### src/hw/rtl/rmap_packet_encoder_macros.svh
// ---------------------------------------------------------------------------
// RMAP packet encoder assertion macros
// Shared assertion wrappers for the encoder modules, clocked on clk_i and
// disabled while rst_ni is low. Define NO_ASSERTIONS to compile them away.
// ---------------------------------------------------------------------------
`ifndef RMAP_PACKET_ENCODER_MACROS_SVH
`define RMAP_PACKET_ENCODER_MACROS_SVH

`ifndef NO_ASSERTIONS
`define RMAP_ENC_ASSERT(label, prop, msg) \
  label: assert property (@(posedge clk_i) disable iff (!rst_ni) (prop)) else $error(msg);
`define RMAP_ENC_ASSERT_NEVER(label, expr, msg) \
  label: assert property (@(posedge clk_i) disable iff (!rst_ni) !(expr)) else $error(msg);
`else
`define RMAP_ENC_ASSERT(label, prop, msg)
`define RMAP_ENC_ASSERT_NEVER(label, expr, msg)
`endif

`endif

### src/hw/rtl/rmap_enc_pkg.sv
// ---------------------------------------------------------------------------
// RMAP encoder package
// Opcodes, register indexes, header constants, controller/datapath types and
// the RMAP CRC-8 step function.
// ---------------------------------------------------------------------------
package rmap_enc_pkg;

  // Input opcodes (carried in tuser).
  localparam logic [2:0] OP_READ_CMD    = 3'd0;
  localparam logic [2:0] OP_WRITE_CMD   = 3'd1;
  localparam logic [2:0] OP_READ_REPLY  = 3'd2;
  localparam logic [2:0] OP_WRITE_REPLY = 3'd3;
  localparam logic [2:0] OP_PAYLOAD     = 3'd4;

  // Configuration register indexes.
  localparam logic [2:0] REG_TARGET_PATH_BYTES = 3'd0;
  localparam logic [2:0] REG_TARGET_PATH_COUNT = 3'd1;
  localparam logic [2:0] REG_REPLY_ADDR_LOW    = 3'd2;
  localparam logic [2:0] REG_REPLY_ADDR_HIGH   = 3'd3;
  localparam logic [2:0] REG_REPLY_ADDR_COUNT  = 3'd4;
  localparam logic [2:0] REG_TARGET_LA         = 3'd5;
  localparam logic [2:0] REG_INITIATOR_LA      = 3'd6;
  localparam logic [2:0] REG_ACCESS_KEY        = 3'd7;

  localparam logic [3:0] MAX_PATH_BYTES       = 4'd8;
  localparam logic [3:0] MAX_REPLY_ADDR_BYTES = 4'd12;

  localparam logic [7:0] LA_RESET   = 8'hFE;
  localparam logic [7:0] PROTO_ID   = 8'h01;
  localparam logic [7:0] BYTE_ZERO  = 8'h00;
  localparam logic [7:0] CRC_POLY_R = 8'hE0;

  // Segment lengths in bytes.
  localparam logic [3:0] LEAD_LEN       = 4'd4;
  localparam logic [3:0] CMD_TAIL_LEN   = 4'd11;
  localparam logic [3:0] RREPLY_TAIL_LEN = 4'd7;
  localparam logic [3:0] WREPLY_TAIL_LEN = 4'd3;

  typedef enum logic [2:0] {
    ST_IDLE,
    ST_PATH,
    ST_LEAD,
    ST_PAD,
    ST_RADDR,
    ST_TAIL,
    ST_HCRC,
    ST_DCRC
  } state_e;

  typedef enum logic [2:0] {
    SEL_PATH,
    SEL_LEAD,
    SEL_PAD,
    SEL_RADDR,
    SEL_TAIL,
    SEL_HCRC,
    SEL_DCRC
  } sel_e;

  typedef struct packed {
    logic load_hdr;
    logic take_pay;
    logic emit;
    sel_e sel;
  } ctrl_cmd_t;

  typedef struct packed {
    logic out_free;
    logic seg_end;
    logic is_cmd;
    logic path_empty;
    logic pad_empty;
    logic ra_empty;
    logic pl_none;
    logic pl_last;
    logic dcrc_follow;
  } dp_status_t;

  // RMAP CRC-8, polynomial x^8+x^2+x+1, bits taken LSB first.
  function automatic logic [7:0] crc8_step(input logic [7:0] crc, input logic [7:0] b);
    logic [7:0] c;
    c = crc ^ b;
    for (int k = 0; k < 8; k++) begin
      c = c[0] ? ((c >> 1) ^ CRC_POLY_R) : (c >> 1);
    end
    return c;
  endfunction

endpackage

### src/hw/rtl/rmap_enc_ctrl.sv
// ---------------------------------------------------------------------------
// RMAP encoder controller
// Sequences the header segments of a packet and the trailing data CRC.
// ---------------------------------------------------------------------------
`include "rmap_packet_encoder_macros.svh"

module rmap_enc_ctrl (
  input  logic                     clk_i,
  input  logic                     rst_ni,
  input  logic                     in_valid_i,
  input  logic [2:0]               opcode_i,
  output logic                     in_ready_o,
  input  rmap_enc_pkg::dp_status_t status_i,
  output rmap_enc_pkg::ctrl_cmd_t  cmd_o
);
  import rmap_enc_pkg::*;

  state_e state_q, state_d;
  logic   accept;
  logic   emit;

  assign in_ready_o = (state_q == ST_IDLE) && status_i.out_free;
  assign accept     = in_valid_i && in_ready_o;
  assign emit       = (state_q != ST_IDLE) && status_i.out_free;

  always_comb begin
    state_d = state_q;
    case (state_q)
      ST_IDLE: begin
        if (accept) begin
          if (opcode_i == OP_PAYLOAD) begin
            if (!status_i.pl_none && status_i.pl_last) begin
              state_d = ST_DCRC;
            end
          end else if (!opcode_i[2]) begin
            if (!opcode_i[1]) begin
              state_d = status_i.path_empty ? ST_LEAD : ST_PATH;
            end else begin
              state_d = status_i.ra_empty ? ST_LEAD : ST_RADDR;
            end
          end
        end
      end
      ST_PATH: begin
        if (emit && status_i.seg_end) begin
          state_d = ST_LEAD;
        end
      end
      ST_LEAD: begin
        if (emit && status_i.seg_end) begin
          if (!status_i.is_cmd) begin
            state_d = ST_TAIL;
          end else if (!status_i.pad_empty) begin
            state_d = ST_PAD;
          end else if (!status_i.ra_empty) begin
            state_d = ST_RADDR;
          end else begin
            state_d = ST_TAIL;
          end
        end
      end
      ST_PAD: begin
        if (emit && status_i.seg_end) begin
          state_d = status_i.ra_empty ? ST_TAIL : ST_RADDR;
        end
      end
      ST_RADDR: begin
        if (emit && status_i.seg_end) begin
          state_d = status_i.is_cmd ? ST_TAIL : ST_LEAD;
        end
      end
      ST_TAIL: begin
        if (emit && status_i.seg_end) begin
          state_d = ST_HCRC;
        end
      end
      ST_HCRC: begin
        if (emit) begin
          state_d = status_i.dcrc_follow ? ST_DCRC : ST_IDLE;
        end
      end
      ST_DCRC: begin
        if (emit) begin
          state_d = ST_IDLE;
        end
      end
      default: state_d = ST_IDLE;
    endcase
  end

  always_comb begin
    cmd_o.load_hdr = accept && !opcode_i[2];
    cmd_o.take_pay = accept && (opcode_i == OP_PAYLOAD);
    cmd_o.emit     = emit;
    case (state_q)
      ST_PATH:  cmd_o.sel = SEL_PATH;
      ST_LEAD:  cmd_o.sel = SEL_LEAD;
      ST_PAD:   cmd_o.sel = SEL_PAD;
      ST_RADDR: cmd_o.sel = SEL_RADDR;
      ST_TAIL:  cmd_o.sel = SEL_TAIL;
      ST_DCRC:  cmd_o.sel = SEL_DCRC;
      default:  cmd_o.sel = SEL_HCRC;
    endcase
  end

  always_ff @(posedge clk_i or negedge rst_ni) begin
    if (!rst_ni) begin
      state_q <= ST_IDLE;
    end else begin
      state_q <= state_d;
    end
  end

  // The data CRC only ever follows the header CRC or the final payload word.
  `RMAP_ENC_ASSERT(a_dcrc_entry, (state_q == ST_DCRC && $past(state_q) != ST_DCRC) |-> ($past(state_q) == ST_HCRC || $past(state_q) == ST_IDLE), "data CRC entered from a header segment")
  // Path and padding segments belong to command packets only.
  `RMAP_ENC_ASSERT(a_cmd_only_segs, (state_q == ST_PATH || state_q == ST_PAD) |-> status_i.is_cmd, "path or padding emitted in a reply")

endmodule

### src/hw/rtl/rmap_enc_dp.sv
// ---------------------------------------------------------------------------
// RMAP encoder datapath
// Configuration registers, latched header fields, CRC and payload state, the
// byte selector and the output word register.
// ---------------------------------------------------------------------------
`include "rmap_packet_encoder_macros.svh"

module rmap_enc_dp (
  input  logic                     clk_i,
  input  logic                     rst_ni,
  // Configuration access
  input  logic                     cfg_we_i,
  input  logic [2:0]               cfg_idx_i,
  input  logic [63:0]              cfg_wdata_i,
  output logic [63:0]              cfg_rdata_o,
  // Input item fields
  input  logic [2:0]               opcode_i,
  input  logic                     increment_i,
  input  logic                     verify_i,
  input  logic                     reply_wanted_i,
  input  logic [7:0]               reply_status_i,
  input  logic [15:0]              transaction_id_i,
  input  logic [7:0]               extended_address_i,
  input  logic [31:0]              memory_address_i,
  input  logic [23:0]              data_length_i,
  input  logic [7:0]               data_byte_i,
  // Controller link
  input  rmap_enc_pkg::ctrl_cmd_t  cmd_i,
  output rmap_enc_pkg::dp_status_t status_o,
  // Output word
  input  logic                     out_ready_i,
  output logic                     out_valid_o,
  output logic [7:0]               out_byte_o,
  output logic                     end_of_packet_o,
  output logic                     last_o,
  output logic                     error_o
);
  import rmap_enc_pkg::*;

  // Configuration
  logic [63:0] tpath_q;
  logic [3:0]  tpath_cnt_q;
  logic [63:0] raddr_lo_q;
  logic [31:0] raddr_hi_q;
  logic [3:0]  raddr_cnt_q;
  logic [7:0]  tla_q;
  logic [7:0]  ila_q;
  logic [7:0]  key_q;

  // Latched header request
  logic [2:0]  op_q;
  logic        inc_q;
  logic        ver_q;
  logic        rep_q;
  logic [7:0]  status_q;
  logic [15:0] tid_q;
  logic [7:0]  ext_q;
  logic [31:0] addr_q;
  logic [23:0] len_q;

  logic [23:0] pl_rem_q, pl_rem_d;
  logic [7:0]  dcrc_q, dcrc_d;
  logic [7:0]  hcrc_q, hcrc_d;
  logic [3:0]  cnt_q, cnt_d;

  logic        out_valid_q, out_valid_d;
  logic [7:0]  out_byte_q, out_byte_d;
  logic        out_eop_q, out_eop_d;
  logic        out_last_q, out_last_d;
  logic        out_err_q, out_err_d;

  logic [3:0]       pc, ra, padded, pad_len, tail_len, seg_len;
  logic             is_cmd, has_payload, dcrc_follow, crc_cover, load_has_payload;
  logic [7:0]       instr, lead_byte, tail_byte, hdr_byte;
  logic [7:0][7:0]  path_arr;
  logic [11:0][7:0] ra_arr;

  assign pc      = (tpath_cnt_q > MAX_PATH_BYTES) ? MAX_PATH_BYTES : tpath_cnt_q;
  assign ra      = (raddr_cnt_q > MAX_REPLY_ADDR_BYTES) ? MAX_REPLY_ADDR_BYTES : raddr_cnt_q;
  // Reply address is padded to the next multiple of four bytes.
  assign padded  = (ra == 4'd0) ? 4'd0 : (((ra - 4'd1) & 4'hC) + 4'd4);
  assign pad_len = padded - ra;

  assign path_arr = tpath_q;
  assign ra_arr   = {raddr_hi_q, raddr_lo_q};

  assign is_cmd           = !op_q[1];
  assign has_payload      = (op_q == OP_WRITE_CMD) || (op_q == OP_READ_REPLY);
  assign dcrc_follow      = has_payload && (len_q == 24'd0);
  assign load_has_payload = (opcode_i == OP_WRITE_CMD) || (opcode_i == OP_READ_REPLY);

  always_comb begin
    case (op_q)
      OP_READ_CMD:    instr = {2'b01, 1'b0, 1'b0, 1'b1, inc_q, padded[3:2]};
      OP_WRITE_CMD:   instr = {2'b01, 1'b1, ver_q, rep_q, inc_q, padded[3:2]};
      OP_READ_REPLY:  instr = {2'b00, 1'b0, 1'b0, 1'b1, inc_q, 2'b00};
      default:        instr = {2'b00, 1'b1, ver_q, 1'b1, inc_q, 2'b00};
    endcase
  end

  always_comb begin
    case (cnt_q)
      4'd0:    lead_byte = is_cmd ? tla_q : ila_q;
      4'd1:    lead_byte = PROTO_ID;
      4'd2:    lead_byte = instr;
      default: lead_byte = is_cmd ? key_q : status_q;
    endcase
  end

  always_comb begin
    if (is_cmd) begin
      case (cnt_q)
        4'd0:    tail_byte = ila_q;
        4'd1:    tail_byte = tid_q[15:8];
        4'd2:    tail_byte = tid_q[7:0];
        4'd3:    tail_byte = ext_q;
        4'd4:    tail_byte = addr_q[31:24];
        4'd5:    tail_byte = addr_q[23:16];
        4'd6:    tail_byte = addr_q[15:8];
        4'd7:    tail_byte = addr_q[7:0];
        4'd8:    tail_byte = len_q[23:16];
        4'd9:    tail_byte = len_q[15:8];
        default: tail_byte = len_q[7:0];
      endcase
    end else begin
      case (cnt_q)
        4'd0:    tail_byte = tla_q;
        4'd1:    tail_byte = tid_q[15:8];
        4'd2:    tail_byte = tid_q[7:0];
        4'd3:    tail_byte = BYTE_ZERO;
        4'd4:    tail_byte = len_q[23:16];
        4'd5:    tail_byte = len_q[15:8];
        default: tail_byte = len_q[7:0];
      endcase
    end
  end

  always_comb begin
    if (is_cmd) begin
      tail_len = CMD_TAIL_LEN;
    end else if (op_q == OP_READ_REPLY) begin
      tail_len = RREPLY_TAIL_LEN;
    end else begin
      tail_len = WREPLY_TAIL_LEN;
    end
  end

  always_comb begin
    crc_cover = 1'b0;
    case (cmd_i.sel)
      SEL_PATH: begin
        hdr_byte = path_arr[cnt_q[2:0]];
        seg_len  = pc;
      end
      SEL_LEAD: begin
        hdr_byte  = lead_byte;
        seg_len   = LEAD_LEN;
        crc_cover = 1'b1;
      end
      SEL_PAD: begin
        hdr_byte  = BYTE_ZERO;
        seg_len   = pad_len;
        crc_cover = 1'b1;
      end
      SEL_RADDR: begin
        hdr_byte  = ra_arr[cnt_q];
        seg_len   = ra;
        // In a reply the reply address acts as the path and is not covered.
        crc_cover = is_cmd;
      end
      SEL_TAIL: begin
        hdr_byte  = tail_byte;
        seg_len   = tail_len;
        crc_cover = 1'b1;
      end
      SEL_DCRC: begin
        hdr_byte = dcrc_q;
        seg_len  = 4'd1;
      end
      default: begin
        hdr_byte = hcrc_q;
        seg_len  = 4'd1;
      end
    endcase
  end

  always_comb begin
    status_o.out_free    = !out_valid_q || out_ready_i;
    status_o.seg_end     = (cnt_q == seg_len - 4'd1);
    status_o.is_cmd      = is_cmd;
    status_o.path_empty  = (pc == 4'd0);
    status_o.pad_empty   = (pad_len == 4'd0);
    status_o.ra_empty    = (ra == 4'd0);
    status_o.pl_none     = (pl_rem_q == 24'd0);
    status_o.pl_last     = (pl_rem_q == 24'd1);
    status_o.dcrc_follow = dcrc_follow;
  end

  // Sequence state and CRCs
  always_comb begin
    pl_rem_d = pl_rem_q;
    dcrc_d   = dcrc_q;
    hcrc_d   = hcrc_q;
    cnt_d    = cnt_q;
    if (cmd_i.load_hdr) begin
      pl_rem_d = load_has_payload ? data_length_i : 24'd0;
      dcrc_d   = 8'd0;
      hcrc_d   = 8'd0;
      cnt_d    = 4'd0;
    end else if (cmd_i.take_pay) begin
      if (pl_rem_q != 24'd0) begin
        pl_rem_d = pl_rem_q - 24'd1;
        dcrc_d   = crc8_step(dcrc_q, data_byte_i);
      end
    end else if (cmd_i.emit) begin
      cnt_d = status_o.seg_end ? 4'd0 : cnt_q + 4'd1;
      if (crc_cover) begin
        hcrc_d = crc8_step(hcrc_q, hdr_byte);
      end
    end
  end

  // Output word register
  always_comb begin
    out_valid_d = out_valid_q && !out_ready_i;
    out_byte_d  = out_byte_q;
    out_eop_d   = out_eop_q;
    out_last_d  = out_last_q;
    out_err_d   = out_err_q;
    if (cmd_i.take_pay) begin
      out_valid_d = 1'b1;
      out_eop_d   = 1'b0;
      if (status_o.pl_none) begin
        out_byte_d = BYTE_ZERO;
        out_last_d = 1'b1;
        out_err_d  = 1'b1;
      end else begin
        out_byte_d = data_byte_i;
        out_last_d = !status_o.pl_last;
        out_err_d  = 1'b0;
      end
    end else if (cmd_i.emit) begin
      out_valid_d = 1'b1;
      out_byte_d  = hdr_byte;
      out_eop_d   = (cmd_i.sel == SEL_DCRC) || ((cmd_i.sel == SEL_HCRC) && !has_payload);
      out_last_d  = (cmd_i.sel == SEL_DCRC) || ((cmd_i.sel == SEL_HCRC) && !dcrc_follow);
      out_err_d   = 1'b0;
    end
  end

  always_comb begin
    case (cfg_idx_i)
      REG_TARGET_PATH_BYTES: cfg_rdata_o = tpath_q;
      REG_TARGET_PATH_COUNT: cfg_rdata_o = {60'd0, tpath_cnt_q};
      REG_REPLY_ADDR_LOW:    cfg_rdata_o = raddr_lo_q;
      REG_REPLY_ADDR_HIGH:   cfg_rdata_o = {32'd0, raddr_hi_q};
      REG_REPLY_ADDR_COUNT:  cfg_rdata_o = {60'd0, raddr_cnt_q};
      REG_TARGET_LA:         cfg_rdata_o = {56'd0, tla_q};
      REG_INITIATOR_LA:      cfg_rdata_o = {56'd0, ila_q};
      default:               cfg_rdata_o = {56'd0, key_q};
    endcase
  end

  always_ff @(posedge clk_i or negedge rst_ni) begin
    if (!rst_ni) begin
      tpath_q     <= 64'd0;
      tpath_cnt_q <= 4'd0;
      raddr_lo_q  <= 64'd0;
      raddr_hi_q  <= 32'd0;
      raddr_cnt_q <= 4'd0;
      tla_q       <= LA_RESET;
      ila_q       <= LA_RESET;
      key_q       <= 8'd0;
    end else if (cfg_we_i) begin
      case (cfg_idx_i)
        REG_TARGET_PATH_BYTES: tpath_q     <= cfg_wdata_i;
        REG_TARGET_PATH_COUNT: tpath_cnt_q <= cfg_wdata_i[3:0];
        REG_REPLY_ADDR_LOW:    raddr_lo_q  <= cfg_wdata_i;
        REG_REPLY_ADDR_HIGH:   raddr_hi_q  <= cfg_wdata_i[31:0];
        REG_REPLY_ADDR_COUNT:  raddr_cnt_q <= cfg_wdata_i[3:0];
        REG_TARGET_LA:         tla_q       <= cfg_wdata_i[7:0];
        REG_INITIATOR_LA:      ila_q       <= cfg_wdata_i[7:0];
        default:               key_q       <= cfg_wdata_i[7:0];
      endcase
    end
  end

  always_ff @(posedge clk_i or negedge rst_ni) begin
    if (!rst_ni) begin
      pl_rem_q    <= 24'd0;
      dcrc_q      <= 8'd0;
      hcrc_q      <= 8'd0;
      cnt_q       <= 4'd0;
      out_valid_q <= 1'b0;
    end else begin
      pl_rem_q    <= pl_rem_d;
      dcrc_q      <= dcrc_d;
      hcrc_q      <= hcrc_d;
      cnt_q       <= cnt_d;
      out_valid_q <= out_valid_d;
    end
  end

  always_ff @(posedge clk_i) begin
    out_byte_q <= out_byte_d;
    out_eop_q  <= out_eop_d;
    out_last_q <= out_last_d;
    out_err_q  <= out_err_d;
    if (cmd_i.load_hdr) begin
      op_q     <= opcode_i;
      inc_q    <= increment_i;
      ver_q    <= verify_i;
      rep_q    <= reply_wanted_i;
      status_q <= reply_status_i;
      tid_q    <= transaction_id_i;
      ext_q    <= extended_address_i;
      addr_q   <= memory_address_i;
      len_q    <= data_length_i;
    end
  end

  assign out_valid_o     = out_valid_q;
  assign out_byte_o      = out_byte_q;
  assign end_of_packet_o = out_eop_q;
  assign last_o          = out_last_q;
  assign error_o         = out_err_q;

  // A held word that the sink has not taken is never overwritten.
  `RMAP_ENC_ASSERT_NEVER(a_no_overrun, out_valid_q && !out_ready_i && (cmd_i.emit || cmd_i.take_pay), "output word overwritten while stalled")
  // The data CRC goes out only once no payload is outstanding.
  `RMAP_ENC_ASSERT(a_dcrc_done, (cmd_i.emit && cmd_i.sel == SEL_DCRC) |-> (pl_rem_q == 24'd0), "data CRC sent with payload pending")

endmodule

### src/hw/rtl/rmap_packet_encoder.sv
// ---------------------------------------------------------------------------
// RMAP packet encoder
// Byte-serial encoder for RMAP command and reply packets with header and
// data CRC-8 generation, built as a controller plus datapath.
// ---------------------------------------------------------------------------
//
// Channel   Direction  Handshake              Contents
// s_axis    in         tvalid/tready          request word (tuser opcode, tdata fields)
// m_axis    out        tvalid/tready          packet byte, tlast end of packet
// apb       in         psel/penable/pready    configuration registers at 8*index
//
// A payload word yields one byte; the final expected payload word is
// followed by the data CRC byte.
// A header word is accepted and then emits its bytes one at a time while the
// output is free (up to 37 bytes), as the controller walks the header segments.
// Output stalls hold the controller; a new word is taken only when the output
// register is empty or its byte leaves at the same clock edge.
// Reset is asynchronous and active low; it clears the state machine, the
// payload count and CRCs and restores the register reset values.
//
// The encoder never emits more than one byte per cycle. Path bytes, and the
// reply address when it acts as the path of a reply, stay out of the header
// CRC. A payload word with no payload outstanding yields a single error word
// and leaves all state alone; opcodes above the payload code are consumed
// silently. A new header abandons any unfinished payload.
// ---------------------------------------------------------------------------
module rmap_packet_encoder (
  input  logic         clk_i,
  input  logic         rst_ni,
  // Request stream
  input  logic         s_axis_tvalid_i,
  output logic         s_axis_tready_o,
  // tdata: increment[0], verify[1], reply_wanted[2], reply_status[10:3],
  //        transaction_id[26:11], extended_address[34:27], memory_address[66:35],
  //        data_length[90:67], data_byte[98:91], zero fill[103:99]
  input  logic [103:0] s_axis_tdata_i,
  // tuser: opcode[2:0]
  input  logic [2:0]   s_axis_tuser_i,
  // Packet byte stream
  output logic         m_axis_tvalid_o,
  input  logic         m_axis_tready_i,
  // tdata: out_byte[7:0]
  output logic [7:0]   m_axis_tdata_o,
  output logic         m_axis_tlast_o,
  // tuser: last[0], error[1]
  output logic [1:0]   m_axis_tuser_o,
  // Configuration port
  input  logic         psel,
  input  logic         penable,
  input  logic         pwrite,
  input  logic [5:0]   paddr,
  input  logic [63:0]  pwdata,
  output logic [63:0]  prdata,
  output logic         pready
);
  import rmap_enc_pkg::*;

  ctrl_cmd_t  cmd;
  dp_status_t status;
  logic       cfg_we;

  // Registers sit on 8-byte boundaries; the write lands in the access phase.
  assign pready = 1'b1;
  assign cfg_we = psel && penable && pwrite && pready;

  rmap_enc_ctrl u_ctrl (
    .clk_i      (clk_i),
    .rst_ni     (rst_ni),
    .in_valid_i (s_axis_tvalid_i),
    .opcode_i   (s_axis_tuser_i),
    .in_ready_o (s_axis_tready_o),
    .status_i   (status),
    .cmd_o      (cmd)
  );

  rmap_enc_dp u_dp (
    .clk_i              (clk_i),
    .rst_ni             (rst_ni),
    .cfg_we_i           (cfg_we),
    .cfg_idx_i          (paddr[5:3]),
    .cfg_wdata_i        (pwdata),
    .cfg_rdata_o        (prdata),
    .opcode_i           (s_axis_tuser_i),
    .increment_i        (s_axis_tdata_i[0]),
    .verify_i           (s_axis_tdata_i[1]),
    .reply_wanted_i     (s_axis_tdata_i[2]),
    .reply_status_i     (s_axis_tdata_i[10:3]),
    .transaction_id_i   (s_axis_tdata_i[26:11]),
    .extended_address_i (s_axis_tdata_i[34:27]),
    .memory_address_i   (s_axis_tdata_i[66:35]),
    .data_length_i      (s_axis_tdata_i[90:67]),
    .data_byte_i        (s_axis_tdata_i[98:91]),
    .cmd_i              (cmd),
    .status_o           (status),
    .out_ready_i        (m_axis_tready_i),
    .out_valid_o        (m_axis_tvalid_o),
    .out_byte_o         (m_axis_tdata_o),
    .end_of_packet_o    (m_axis_tlast_o),
    .last_o             (m_axis_tuser_o[0]),
    .error_o            (m_axis_tuser_o[1])
  );

endmodule
### config.mk
export PLATFORM = sky130hd
export DESIGN_NAME = rmap_packet_encoder
export DESIGN_NICKNAME = d
export VERILOG_FILES = /design/src/hw/rtl/rmap_enc_pkg.sv /design/src/hw/rtl/rmap_enc_ctrl.sv /design/src/hw/rtl/rmap_enc_dp.sv /design/src/hw/rtl/rmap_packet_encoder.sv
export VERILOG_INCLUDE_DIRS = /design/src /design/src/hw/rtl
export SDC_FILE = /design/constraint.sdc
export NUM_CORES = 1
export LEC_CHECK = 0
export BUFFER_PORTS_ARGS = -buffer_cell sky130_fd_sc_hd__buf_2
export CAP_MARGIN = 20
export CORE_ASPECT_RATIO = 2
export CORE_MARGIN = 1.5
export CORE_UTILIZATION = 60
export CTS_BUF_LIST = sky130_fd_sc_hd__clkbuf_8
export DETAILED_ROUTE_END_ITERATION = 8
export GPL_TIMING_DRIVEN = 0
export MAX_ROUTING_LAYER = met4
export PLACE_DENSITY = 0.79
export SLEW_MARGIN = 40
export SYNTH_ARGS = -nofsm -noshare
export SYNTH_HDL_FRONTEND = slang
export SYNTH_HIERARCHICAL = 1
export SYNTH_SLANG_ARGS = --single-unit
### constraint.sdc
create_clock -name clk_i -period 7.7 [get_ports clk_i]
set_clock_uncertainty 0.2 [all_clocks]
set_input_delay 1.925 -clock clk_i [delete_from_list [all_inputs] [get_ports clk_i]]
set_output_delay 1.925 -clock clk_i [all_outputs]
set_load 0.1 [all_outputs]
==> results.sh <==
export IMPL_htreeDepth=2
export IMPL_p_sw_w=0.003633
export IMPL_placed_cells=2254
export IMPL_place_ws_ps=798.5
export IMPL_hold_buffers=0
export IMPL_netlist_instances=1622
export IMPL_ys_top_cells_by_count="226 x dfrtp_1, 216 x mux2_2, 170 x nor2_1"
export IMPL_die_area_um2=32080
export IMPL_synthMuxAreaShare=0.2198
export IMPL_dr_pass1_iters=9
export IMPL_internal_power_w=0.004638
export IMPL_clock_latency_ps=620
export IMPL_cp_cell_sequence="buf_2, clkbuf_1, clkbuf_1, clkbuf_1, buf_1, nor2_1, a21oi_1, nor2_1, buf_2"
export IMPL_ir_drop_v=0.0005468
export IMPL_drv_slew=0
export IMPL_final_antenna_net_count=0
export IMPL_multi_input_area_um2=8846
export IMPL_dp_hpwl_mm=44.51
export IMPL_antenna_found_initial=2
export IMPL_grt_max_degree=73
export IMPL_vias=15480
export IMPL_wl_per_cell_um=25.54
export IMPL_yosysWarnings=6
export IMPL_rsz0062_at_grt="false"
export IMPL_placed_cell_area_um2=20500
export IMPL_synth_area_leaders="dfrtp_1 30%, edfxtp_1 17%, mux2_2 13%, mux4_2 4.7%, mux2i_1 4.0%"
export IMPL_grt_usage=0.3851
export IMPL_cts_resized_gates=0
export IMPL_portBuffers=252
export IMPL_die_w_um=127.4
export IMPL_fin_crit_ps=6880
export IMPL_rr_worst_depth=20
export IMPL_drc_errors=0
export IMPL_ys_seq_elements=345
export IMPL_p_sw_frac=0.4392
export IMPL_relSlewSlack=0.3654
export IMPL_p_comb_frac=0.498
export IMPL_cpMaxStageDelayCell="buf_1"
export IMPL_cts_buffer_depth=3
export IMPL_worstSetupPathType="input pin to output pin"
export IMPL_cellLeakagePower_nw=9.281
export IMPL_synth_fa_ha_area_frac=0.005390
export IMPL_rows=91
export IMPL_yosysTopAreaCellShare=0.3046
export IMPL_synth_main_ff_cell="dfrtp_1"
export IMPL_postCtsSetupBuffers=0
export IMPL_cts_tree="built"
export IMPL_synth_distinct_cells=83
export IMPL_grt_pass1_wl_mm=90.17
export IMPL_pwr_share_seq=0.320
export IMPL_cp_end_kind="output pin"
export IMPL_nNetsFinal=2125
export IMPL_ios=262
export IMPL_gp_congestion=0.9768
export IMPL_hold_depth=2
export IMPL_grt_pass1_vias=15380
export IMPL_die_y_um=251.8
export IMPL_synthXorXnorAreaFrac=0.02850
export IMPL_setup_viol=0
export IMPL_arrival_ps=4750
export IMPL_cts_made_buffers=49
export IMPL_r2r_start="u_dp/cnt_q[0]"
export IMPL_hp_start="u_dp/end_of_packet_o"
export IMPL_cp_common_cell="clkbuf_1"
export IMPL_worstMarginPinSlew_ps=951.9
export IMPL_start_util=0.6063
export IMPL_p_clk_frac=0.183
export IMPL_timing_rr_end="u_dp/hcrc_q[4]"
export IMPL_whs_ps=294.3
export IMPL_max_cap_violations=0
export IMPL_hp_class="flip-flop to flip-flop"
export IMPL_worst_slack_ps=820.3
export IMPL_p_per_area_nw_per_um2=384.2
export IMPL_synth_most_common_cell="dfrtp_1"
export IMPL_synth_enable_flop_cells=104
export IMPL_root_buffer="clkbuf_8"
export IMPL_core_area_um2=30630
export IMPL_post_drt_via_cell_ratio=6.602
export IMPL_yosysSeqAreaShare=0.4936
export IMPL_fmax_mhz=145.4
export IMPL_fill_cells=2234
export IMPL_hold_viol=0
export IMPL_critPathLaunchType="input pin"
export IMPL_grt_ovfl_total=0
export IMPL_required_ps=5580
export IMPL_setup_tns_final_ps=0
export IMPL_wl_mm=59.86
export IMPL_r2r_setup_slack_ps=1300
export IMPL_syn_num_nets=1814
export IMPL_drt_iter0_drc=1647
export IMPL_synth_top_area_cell="dfrtp_1"
export IMPL_avgSynthCellArea_um2=11.45
export IMPL_hold_end="u_dp/end_of_packet_o"
export IMPL_clkSinkCount=345
export IMPL_synth_top_family_by_area="multiplexers"
export IMPL_critPathMaxStageDelay_ps=580
export IMPL_drive_above_1_share=0.3345
export IMPL_status="complete, no violations"
export IMPL_stdcell_area_um2=21520
export IMPL_clk_pin_slew_ps=70
export IMPL_syn_area_um2=18570
export IMPL_async_flop_share=0.6957
export IMPL_regArea_um2=9166
export IMPL_crit_fanout=10
export IMPL_synth_compound_area_frac=0.1184
export IMPL_period_share=0.8935
export IMPL_instances_no_fill=2344
export IMPL_synthToLayoutAreaGrowth_pct=15.92
export IMPL_synth_simple_area_share=0.1030
==> worst max-delay path, delay by kind of cell <==
| family | cells | cell delay, ps |
|---|---|---|
| AOI/OAI and AO/OA | 1 | 320 |
| and+or+nand+nor | 2 | 190 |
| buffers and inverters | 6 | 2300 |
==> power groups by stage <==
stage                     Clock [W]  Combinational, W  Sequential (W)
after CTS                   0.00153           0.00403         0.00263
final                       0.00151           0.00411         0.00264
after floorplan                   0           0.00280         0.00275
after detailed placement          0           0.00401         0.00266
after global routing        0.00160           0.00436         0.00267
after global placement            0           0.00393         0.00265
==> stage by stage <==
| step | power (W) | utilization |
|---|---|---|
| after floorplan | 0.005550 | - |
| after global placement | 0.006576 | 0.6627 |
| after detailed placement | 0.006664 | 0.6693 |
| after CTS | 0.008187 | 0.7025 |
| after global routing | 0.008627 | 0.7028 |
| final | 0.008270 | 0.7028 |
==> metal layers <==
| layer | track usage | vias to the layer above | part of all wire |
|---|---|---|---|
| met5 | - | - | 0 |
| met4 | 0.2221 | 0 | 0.067 |
| met3 | 0.05450 | 222 | 0.081 |
| met2 | 0.6093 | 950 | 0.48 |
| met1 | 0.4732 | 7631 | 0.37 |
| li1 | - | 6672 | - |
==> cell type report <==
class                      instances  share of cell area
timing repair buffer             260             0.06696
antenna                            2           0.0002325
sequential                       345              0.4259
tap                              372             0.02162
buffer                           114             0.02412
multi-input combinational       1146              0.4110
clock inverter                    30             0.01017
inverter                          17            0.002965
clock buffer                      58             0.03709
==> state kept, by name, summed over array words and instances, names as in the netlist, 16 cells and up <==
signal	count
u_dp/addr_q	32
u_dp/len_q	24
u_dp/path_arr	64
u_dp/pl_rem_q	24
u_dp/raddr_hi_q	32
u_dp/raddr_lo_q	64
u_dp/tid_q	16
==> logic make-up after synthesis <==
logic type                 count (synthesis)
other                                      1
DFF                                      345
AOI/OAI and AO/OA                        335
xor gates and xnor gates                  58
and+or+nand+nor                          413
muxes                                    331
adders and majority gates                  8
buffers and inverters                    131
==> layout by cell type, fill, tap and decap left out, drive strengths merged, types with 12 or more instances in the layout <==
cell type	Yosys	layout
a21oi	93	93
a221oi	15	15
a22oi	36	36
a31oi	18	18
buf	43	303
clkbuf	71	129
dfrtp	226	226
dfstp	14	14
edfxtp	104	104
inv	16	34
mux2	218	218
mux2i	74	74
mux4	39	39
nand2	94	94
nand2b	14	14
nand3	27	27
nor2	171	171
nor2b	19	19
nor3	23	23
nor4	12	12
o21ai	73	73
o22ai	12	12
or3	13	13
xnor2	35	35
xor2	22	22
==> worst max-delay path by stage <==
stage	startpoint	to	slack, ps	cells past startpoint
floorplan	paddr[4]	prdata[6]	950	5
global placement	m_axis_tready_i	u_dp/pl_rem_q[0]	-760	9
detailed placement	paddr[4]	prdata[35]	800	7
CTS	paddr[4]	prdata[35]	770	7
global route	paddr[3]	prdata[9]	800	9
finish	paddr[3]	prdata[9]	820	9
No activity file was read; power rests on OpenSTA's default activity.
